`src/design/lrc_pkg.sv`:
```
package lrc_pkg;

  // Operating modes as seen on mode_now.
  localparam logic [2:0] MODE_IDLE      = 3'd0;
  localparam logic [2:0] MODE_CENTRE    = 3'd1;
  localparam logic [2:0] MODE_BLINK     = 3'd2;
  localparam logic [2:0] MODE_SET_BLINK = 3'd3;
  localparam logic [2:0] MODE_SET_HOUR  = 3'd4;
  localparam logic [2:0] MODE_SET_MIN   = 3'd5;

  // Configuration register indexes.
  localparam logic [2:0] REG_TICKS_PER_SECOND   = 3'd0;
  localparam logic [2:0] REG_SHOW_PRESS_MIN     = 3'd1;
  localparam logic [2:0] REG_LONG_PRESS_MIN     = 3'd2;
  localparam logic [2:0] REG_SET_PRESS_MIN      = 3'd3;
  localparam logic [2:0] REG_CENTRE_PHASE_TICKS = 3'd4;
  localparam logic [2:0] REG_BLINK_PHASE_TICKS  = 3'd5;
  localparam logic [2:0] REG_BLINK_TOGGLES      = 3'd6;

  localparam int unsigned CFG_INDEX_W = 3;
  localparam int unsigned CFG_DATA_W  = 16;

  // Toggle count at which set blink ends and set mode shows the hour; the centre LED toggles three times before that.
  localparam logic [3:0] SET_BLINK_TOGGLES = 4'd4;

  typedef struct packed {
    logic [15:0] ticks_per_second;
    logic [15:0] show_press_min;
    logic [15:0] long_press_min;
    logic [15:0] set_press_min;
    logic [15:0] centre_phase_ticks;
    logic [15:0] blink_phase_ticks;
    logic [3:0]  blink_toggles;
  } cfg_t;

  typedef struct packed {
    logic [11:0] ring_leds;
    logic        centre_led;
    logic [3:0]  hour_now;
    logic [5:0]  minute_now;
    logic [5:0]  second_now;
    logic [2:0]  mode_now;
  } result_t;

  // One-hot ring position; positions past eleven light nothing.
  function automatic logic [11:0] ring_bit(input logic [3:0] pos);
    logic [11:0] r;
    r = '0;
    if (pos < 4'd12) begin
      r = 12'(12'd1 << pos);
    end
    return r;
  endfunction

  // Division by five for values up to 63: (x * 13) >> 6 is exact there.
  function automatic logic [3:0] div5(input logic [6:0] x);
    logic [10:0] p;
    p = 11'(x) * 11'd13;
    return p[9:6];
  endfunction

endpackage

```
`src/design/led_ring_clock_button_ui.sv`:
```
// Twelve-LED ring clock with a single button. Every input transaction is one
// tick carrying the button level, and every tick yields exactly one output
// transaction holding the LED drive, the current time and the mode after that
// tick. Ticks are processed at one per clock: the whole tick update (time
// counters, press measurement and the mode sequencer) closes around the state
// registers, so the sustained rate is one transaction per cycle while in_stall
// is low. A two-entry output buffer lets the block keep taking ticks while one
// result waits; in_stall rises only when both entries are full. Configuration
// registers are to be written through cfg_we/cfg_index/cfg_data while the
// block is idle, which the block does not enforce, and reset to the defaults
// (400 ticks per second, show press 400, long press 2000, set press 10, centre
// phase 401, blink phase 301, ten blink toggles). No clearing pass follows
// reset: the block is ready as soon as rst falls.
module led_ring_clock_button_ui (
  input  logic                               clk,
  input  logic                               rst,
  input  logic                               cfg_we,
  input  logic [lrc_pkg::CFG_INDEX_W-1:0]    cfg_index,
  input  logic [lrc_pkg::CFG_DATA_W-1:0]     cfg_data,
  input  logic                               in_valid,
  output logic                               in_stall,
  input  logic                               button,
  output logic                               out_valid,
  input  logic                               out_stall,
  output logic [11:0]                        ring_leds,
  output logic                               centre_led,
  output logic [3:0]                         hour_now,
  output logic [5:0]                         minute_now,
  output logic [5:0]                         second_now,
  output logic [2:0]                         mode_now
);
  import lrc_pkg::*;

  cfg_t    cfg;
  result_t step_result;
  result_t out_data;
  result_t skid_data;
  logic    skid_valid;
  logic    in_take;
  logic    out_take;

  // Configuration registers. Writes to unused indexes are dropped.
  always_ff @(posedge clk) begin
    if (rst) begin
      cfg.ticks_per_second   <= 16'd400;
      cfg.show_press_min     <= 16'd400;
      cfg.long_press_min     <= 16'd2000;
      cfg.set_press_min      <= 16'd10;
      cfg.centre_phase_ticks <= 16'd401;
      cfg.blink_phase_ticks  <= 16'd301;
      cfg.blink_toggles      <= 4'd10;
    end else if (cfg_we) begin
      unique case (cfg_index)
        REG_TICKS_PER_SECOND:   cfg.ticks_per_second   <= cfg_data;
        REG_SHOW_PRESS_MIN:     cfg.show_press_min     <= cfg_data;
        REG_LONG_PRESS_MIN:     cfg.long_press_min     <= cfg_data;
        REG_SET_PRESS_MIN:      cfg.set_press_min      <= cfg_data;
        REG_CENTRE_PHASE_TICKS: cfg.centre_phase_ticks <= cfg_data;
        REG_BLINK_PHASE_TICKS:  cfg.blink_phase_ticks  <= cfg_data;
        REG_BLINK_TOGGLES:      cfg.blink_toggles      <= cfg_data[3:0];
        default: begin
        end
      endcase
    end
  end

  // A tick is taken whenever the skid entry is free; the state advances in
  // the same edge that the result is captured.
  assign in_stall = skid_valid;
  assign in_take  = in_valid && !skid_valid;
  assign out_take = out_valid && !out_stall;

  lrc_engine u_engine (
    .clk    (clk),
    .rst    (rst),
    .step   (in_take),
    .button (button),
    .cfg    (cfg),
    .result (step_result)
  );

  // Output register plus skid entry. The skid entry only fills while the
  // output register is held by a stalled transaction.
  always_ff @(posedge clk) begin
    if (rst) begin
      out_valid  <= 1'b0;
      skid_valid <= 1'b0;
    end else begin
      if (out_take) begin
        if (skid_valid) begin
          out_data   <= skid_data;
          skid_valid <= 1'b0;
        end else begin
          out_valid <= in_take;
          if (in_take) begin
            out_data <= step_result;
          end
        end
      end else if (in_take) begin
        if (out_valid) begin
          skid_data  <= step_result;
          skid_valid <= 1'b1;
        end else begin
          out_data  <= step_result;
          out_valid <= 1'b1;
        end
      end
    end
  end

  assign ring_leds  = out_data.ring_leds;
  assign centre_led = out_data.centre_led;
  assign hour_now   = out_data.hour_now;
  assign minute_now = out_data.minute_now;
  assign second_now = out_data.second_now;
  assign mode_now   = out_data.mode_now;

`ifndef NO_ASSERTIONS
  // The skid entry is never occupied while the output register is empty.
  a_skid_behind_out: assert property (@(posedge clk) disable iff (rst)
    skid_valid |-> out_valid)
    else $error("skid entry holds data while output register is empty");

  // A tick taken while the output is held must land in the skid entry.
  a_skid_fills: assert property (@(posedge clk) disable iff (rst)
    (in_take && out_valid && !out_take) |=> skid_valid)
    else $error("tick taken under stall was not buffered");

  // A buffered result moves forward when the output is taken.
  a_skid_drains: assert property (@(posedge clk) disable iff (rst)
    (skid_valid && out_take) |=> (out_valid && !skid_valid))
    else $error("skid entry did not drain into the output register");

  // Hours of a twelve-hour clock stay below twelve.
  a_hour_range: assert property (@(posedge clk) disable iff (rst)
    out_valid |-> (out_data.hour_now < 4'd12))
    else $error("hour out of range");
`endif

endmodule

```
`src/design/lrc_engine.sv`:
```
module lrc_engine (
  input  logic             clk,
  input  logic             rst,
  input  logic             step,
  input  logic             button,
  input  lrc_pkg::cfg_t    cfg,
  output lrc_pkg::result_t result
);
  import lrc_pkg::*;

  logic [15:0] tick_count, tick_count_next;
  logic [5:0]  second_reg, second_reg_next;
  logic [5:0]  minute_reg, minute_reg_next;
  logic [3:0]  hour_reg, hour_reg_next;
  logic [15:0] press_len, press_len_next;
  logic        pressing, pressing_next;
  logic [2:0]  mode_reg, mode_reg_next;
  logic [15:0] phase_count, phase_count_next;
  logic [3:0]  toggle_count, toggle_count_next;
  logic [11:0] ring_reg, ring_reg_next;
  logic        centre_reg, centre_reg_next;
  logic [3:0]  blink_index, blink_index_next;

  logic        measuring;
  logic [15:0] tick_base;
  logic [15:0] tick_inc;
  logic        sec_tick;
  logic [15:0] phase_inc;
  logic [3:0]  blink_pos;

  always_comb begin
    measuring = !(mode_reg == MODE_CENTRE || mode_reg == MODE_BLINK ||
                  mode_reg == MODE_SET_BLINK);

    pressing_next = pressing;
    tick_base     = tick_count;
    if (measuring && button && !pressing) begin
      pressing_next = 1'b1;
      tick_base     = '0;
    end

    // Time of day.
    tick_inc        = tick_base + 16'd1;
    sec_tick        = (tick_inc >= cfg.ticks_per_second);
    tick_count_next = sec_tick ? 16'd0 : tick_inc;
    second_reg_next = second_reg;
    minute_reg_next = minute_reg;
    hour_reg_next   = hour_reg;
    if (sec_tick) begin
      if (second_reg >= 6'd59) begin
        second_reg_next = '0;
        if (minute_reg >= 6'd59) begin
          minute_reg_next = '0;
          hour_reg_next   = (hour_reg >= 4'd11) ? 4'd0 : hour_reg + 4'd1;
        end else begin
          minute_reg_next = minute_reg + 6'd1;
        end
      end else begin
        second_reg_next = second_reg + 6'd1;
      end
    end

    // Press length, saturating.
    press_len_next = press_len;
    if (measuring && button && press_len != 16'hFFFF) begin
      press_len_next = press_len + 16'd1;
    end

    mode_reg_next     = mode_reg;
    phase_count_next  = phase_count;
    toggle_count_next = toggle_count;
    ring_reg_next     = ring_reg;
    centre_reg_next   = centre_reg;
    blink_index_next  = blink_index;
    phase_inc         = phase_count + 16'd1;
    blink_pos         = div5(7'(minute_reg_next) + 7'd2);

    unique case (mode_reg)
      MODE_CENTRE: begin
        phase_count_next = phase_inc;
        if (phase_inc >= cfg.centre_phase_ticks) begin
          centre_reg_next   = 1'b0;
          blink_index_next  = (blink_pos >= 4'd12) ? 4'd0 : blink_pos;
          ring_reg_next     = ring_bit(hour_reg_next) ^ ring_bit(blink_index_next);
          toggle_count_next = 4'd1;
          phase_count_next  = '0;
          mode_reg_next     = MODE_BLINK;
        end
      end
      MODE_BLINK: begin
        phase_count_next = phase_inc;
        if (phase_inc >= cfg.blink_phase_ticks) begin
          phase_count_next = '0;
          if (toggle_count >= cfg.blink_toggles) begin
            ring_reg_next  = '0;
            mode_reg_next  = MODE_IDLE;
            pressing_next  = 1'b0;
            press_len_next = '0;
          end else begin
            ring_reg_next     = ring_reg ^ ring_bit(blink_index);
            toggle_count_next = toggle_count + 4'd1;
          end
        end
      end
      MODE_SET_BLINK: begin
        phase_count_next = phase_inc;
        if (phase_inc >= cfg.centre_phase_ticks) begin
          phase_count_next = '0;
          if (toggle_count >= SET_BLINK_TOGGLES) begin
            mode_reg_next = MODE_SET_HOUR;
            ring_reg_next = ring_bit(hour_reg_next);
          end else begin
            centre_reg_next   = ~centre_reg;
            toggle_count_next = toggle_count + 4'd1;
          end
        end
      end
      MODE_SET_HOUR, MODE_SET_MIN: begin
        if (!button) begin
          if (press_len_next >= cfg.long_press_min) begin
            ring_reg_next = '0;
            if (mode_reg == MODE_SET_HOUR) begin
              mode_reg_next = MODE_SET_MIN;
            end else begin
              mode_reg_next    = MODE_CENTRE;
              centre_reg_next  = 1'b1;
              phase_count_next = '0;
            end
          end else if (press_len_next >= cfg.set_press_min) begin
            ring_reg_next = '0;
            if (mode_reg == MODE_SET_HOUR) begin
              hour_reg_next = (hour_reg_next >= 4'd11) ? 4'd0 : hour_reg_next + 4'd1;
            end else begin
              minute_reg_next = (minute_reg_next >= 6'd51) ? 6'd0 : minute_reg_next + 6'd5;
            end
          end
          press_len_next = '0;
          if (mode_reg_next == MODE_SET_HOUR) begin
            ring_reg_next = ring_reg_next | ring_bit(hour_reg_next);
          end else if (mode_reg_next == MODE_SET_MIN) begin
            ring_reg_next = ring_reg_next | ring_bit(div5(7'(minute_reg_next)));
          end
        end
      end
      default: begin
        mode_reg_next = MODE_IDLE;
        if (!button) begin
          if (press_len_next >= cfg.long_press_min) begin
            mode_reg_next     = MODE_SET_BLINK;
            centre_reg_next   = 1'b1;
            ring_reg_next     = '0;
            phase_count_next  = '0;
            toggle_count_next = 4'd1;
          end else if (press_len_next >= cfg.show_press_min) begin
            mode_reg_next    = MODE_CENTRE;
            centre_reg_next  = 1'b1;
            ring_reg_next    = '0;
            phase_count_next = '0;
          end
          press_len_next = '0;
          pressing_next  = 1'b0;
        end
      end
    endcase

    result.ring_leds  = ring_reg_next;
    result.centre_led = centre_reg_next;
    result.hour_now   = hour_reg_next;
    result.minute_now = minute_reg_next;
    result.second_now = second_reg_next;
    result.mode_now   = mode_reg_next;
  end

  always_ff @(posedge clk) begin
    if (rst) begin
      tick_count   <= '0;
      second_reg   <= '0;
      minute_reg   <= '0;
      hour_reg     <= '0;
      press_len    <= '0;
      pressing     <= 1'b0;
      mode_reg     <= MODE_IDLE;
      phase_count  <= '0;
      toggle_count <= '0;
      ring_reg     <= '0;
      centre_reg   <= 1'b0;
      blink_index  <= '0;
    end else if (step) begin
      tick_count   <= tick_count_next;
      second_reg   <= second_reg_next;
      minute_reg   <= minute_reg_next;
      hour_reg     <= hour_reg_next;
      press_len    <= press_len_next;
      pressing     <= pressing_next;
      mode_reg     <= mode_reg_next;
      phase_count  <= phase_count_next;
      toggle_count <= toggle_count_next;
      ring_reg     <= ring_reg_next;
      centre_reg   <= centre_reg_next;
      blink_index  <= blink_index_next;
    end
  end

endmodule

```
`config.mk`:
```
export PLATFORM = sky130hd
export DESIGN_NAME = led_ring_clock_button_ui
export DESIGN_NICKNAME = d
export VERILOG_FILES = /design/src/design/lrc_pkg.sv /design/src/design/led_ring_clock_button_ui.sv /design/src/design/lrc_engine.sv
export SDC_FILE = /design/constraint.sdc
export NUM_CORES = 1
export LEC_CHECK = 0
export BUFFER_PORTS_ARGS = -buffer_cell sky130_fd_sc_hd__buf_2
export CAP_MARGIN = 0
export CORE_MARGIN = 10
export CORE_UTILIZATION = 50
export CTS_CLUSTER_SIZE = 20
export DETAILED_ROUTE_END_ITERATION = 10
export GPL_TIMING_DRIVEN = 0
export PLACE_DENSITY = 0.75
export RECOVER_POWER = 50
export SLEW_MARGIN = 20
export SYNTH_ARGS = -nofsm -noshare
export SYNTH_HDL_FRONTEND = slang
export SYNTH_HIERARCHICAL = 1
export SYNTH_SLANG_ARGS = --single-unit
```
`constraint.sdc`:
```
create_clock -name clk -period 10.4 [get_ports clk]
set_input_delay 2.6 -clock clk [delete_from_list [all_inputs] [get_ports clk]]
set_output_delay 2.6 -clock clk [all_outputs]
set_load 0.01 [all_outputs]
```
==> flow_summary.json <==
{
  "fin_skew_ps": 18.2,
  "syn2layout_area_growth_pct": 12.0,
  "finalHoldViolations": 0,
  "final_common_cell": "nor2_1",
  "max_stage_delay_ps": 470,
  "clk_latency_ps": 550,
  "cts_root_buf": "clkbuf_16",
  "fin_util": 0.570,
  "synthesis.nets": 2132,
  "hp-class": "flop to flop",
  "die_x_um": 205,
  "p_leak_nw": 8.06,
  "p_sw_frac": 0.250,
  "most-common-layout-cells": "nor2_1, dfxtp_1, nand2_1, ha_1, inv_1",
  "row_count": 67,
  "htreeDepth": 1,
  "gp_congestion": 0.935,
  "path_clk_slew_ps": 60,
  "antenna_cells": 0,
  "wirelength_mm": 48.9,
  "p_per_area_nw_per_um2": 120,
  "setup.worst_path.end_class": "flop",
  "place_hpwl_mm": 36.6,
  "crit_buf_inv": 5,
  "netlist_area_um2": 17100,
  "antenna_found_initial": 0,
  "min_period_over_period": 0.967,
  "num_vias": 14900,
  "cp.arrival_ps": 10360,
  "ys_top_cells_by_area": "dfxtp_1, edfxtp_1, ha_1, mux2i_1, nor2_1",
  "crit_family": "simple AND/OR/NAND/NOR gates",
  "gr-total-overflow": 0,
  "ys_seq_area_frac": 0.336,
  "sequentialPowerShare": 0.462,
  "final_cell_area_um2": 19200,
  "synth_ff_type": "dfxtp_1",
  "regArea_um2": 5750,
  "grt_max_degree": 18,
  "worst_ir_drop_vdd_mv": 0.136,
  "top_register": "cfg",
  "maxSlewHeadroom": 0.371,
  "drt_iter0_drc": 1287,
  "synth_top_cell_area_share": 0.224,
  "place_area_um2": 18000,
  "async_flop_share": 0,
  "crit_path_max_fanout": 9,
  "tns_ps": 0,
  "io_pins": 59,
  "power_frac_comb": 0.091,
  "switching_power_w": 0.000572,
  "grt.total_usage": 0.225,
  "firstDrtPassIters": 6,
  "io_buffer_count": 52,
  "die_area_um2": 42000,
  "synthCells": 1958,
  "worstSetupPathType": "input port to flop",
  "clkPwrFrac": 0.447,
  "crit_slowest_cell": "fa_1",
  "period_minus_slack_ps": 10060,
  "required_ps": 10700,
  "grt_pass1_vias": 14400,
  "synth-seq-cells": 255,
  "wire_per_inst_um": 19.4,
  "ant_nets": 0,
  "max_freq_mhz": 99.4,
  "max_cap_violations": 0,
  "largest_register_ffs": 100,
  "synth-edff-count": 64,
  "fillers": 3002,
  "yosysWarnings": 6,
  "grt_pass1_wl_mm": 77.1,
  "cts_tree": "yes",
  "power.internal_w": 0.00172,
  "finalSetupViolCount": 0,
  "num-nets-final": 2232,
  "reg_top3": "cfg (100), skid_data (32)",
  "drcViolationCount": 0,
  "cts.sinks": 255,
  "status": "finished, final reports clean",
  "p_total_w": 0.00229,
  "tightest_slew_ps": 938,
  "yosysTopAreaCell": "dfxtp_1",
  "clk_path_buf_depth": 3,
  "die_h_um": 205,
  "drive_above_1_share": 0.0995,
  "hold_buffers": 0,
  "syn_area_per_cell_um2": 8.74,
  "cts-buffers-inserted": 29,
  "ys_types": 112,
  "crit_top_cell": "ha_1",
  "initial_core_util": 0.509,
  "avgViaCountPerCell": 5.91,
  "cp-start-kind": "input port",
  "multi_input_area_um2": 10700,
  "maxSlewViolCount": 0,
  "core_area_um2": 33600
}
-- per-stage QoR --
stage               setup WS, ps  std cells  hold WS [ps]
finish                       343       2528           471
global route               -16.4       2528           486
CTS                         41.3       2520           474
detailed placement         -1640       2463           464
global placement           -1570       2458           461
floorplan                   21.3       1958           449
-- cell usage after synthesis, types with 9 or more instances --
cell type	instances
a31oi_1	11
edfxtp_1	64
nor2_1	206
dfxtp_1	191
nor4_1	10
nor3_1	31
and2_1	11
a211oi_1	16
xor2_1	39
mux2i_1	119
o21ai_0	77
nand3_1	50
and3_1	25
ha_1	144
a21oi_1	106
nand2_1	143
inv_1	135
a22oi_1	27
buf_2	17
or3_1	9
nand3b_1	23
clkbuf_1	61
a21o_1	24
mux2_2	36
nand2b_1	108
xnor2_1	32
nor2b_1	16
nor3b_1	11
o21a_1	9
nand4_1	15
-- final timing paths --
kind	start	to	slack, ps	cells after the start
hold / removal	cfg[43]$_SDFFE_PP0P_	cfg[43]$_SDFFE_PP0P_	470	2
setup reg to reg	u_engine/mode_reg[1]$_SDFFE_PP0P_	ring_leds[4]$_DFFE_PP_	1650	37
setup / recovery	button	ring_leds[4]$_DFFE_PP_	340	36
hold reg to reg	cfg[43]$_SDFFE_PP0P_	cfg[43]$_SDFFE_PP0P_	470	2
-- cells by family after synthesis --
logic type	count (synthesis)	synth area share
AO/OA/AOI/OAI	390	0.154
XOR/XNOR	72	0.0373
adder cells (fa/ha/maj)	149	0.111
buffers and inverters	231	0.0543
flip-flops	255	0.336
multiplexers	157	0.0955
AND/OR/NAND/NOR	704	0.212
-- area by class of cell --
class                   instances  share of cell area
plain buffers                  86              0.0183
clock buffers                  39              0.0409
clock inverters                14             0.00836
inverters                     140              0.0276
multi-input cells            1472               0.557
flip-flops and latches        255               0.300
well taps                     448              0.0292
repair buffers                 74              0.0193
-- layer usage --
metal / GRT usage / part of all wire / wire, um / vias to the layer above
met5: 0 / 0 / 0 / -
met4: 0.0861 / 0.035 / 1730 / 0
met3: 0.0273 / 0.056 / 2750 / 98
met2: 0.382 / 0.48 / 23300 / 506
met1: 0.286 / 0.43 / 21100 / 7165
li1: - / - / - / 7169
-- worst min-delay path, delay by kind of cell, from the launching register on --
kind	cells	cell delay, ps
simple gates	1	60
mux	1	50
flops	1	300
-- power by group through the flow --
stage | registers, W | clock network (W) | logic [W]
finish | 0.00106 | 0.00102 | 0.000208
CTS | 0.00106 | 0.00105 | 0.000207
floorplan | 0.00108 | 0 | 0.000128
global route | 0.00106 | 0.00109 | 0.000224
global placement | 0.00108 | 0 | 0.000197
detailed placement | 0.00108 | 0 | 0.000204
-- repair_timing --
| action | CTS | global route |
|---|---|---|
| endpoints found under the setup margin | 36 | 34 |
| endpoints found under the hold margin | 0 | 0 |
| buffers inserted | 6 | 11 |
| resized for setup | 22 | 33 |
| pin swaps | 5 | 10 |
Power figures use the tool's default switching activity.
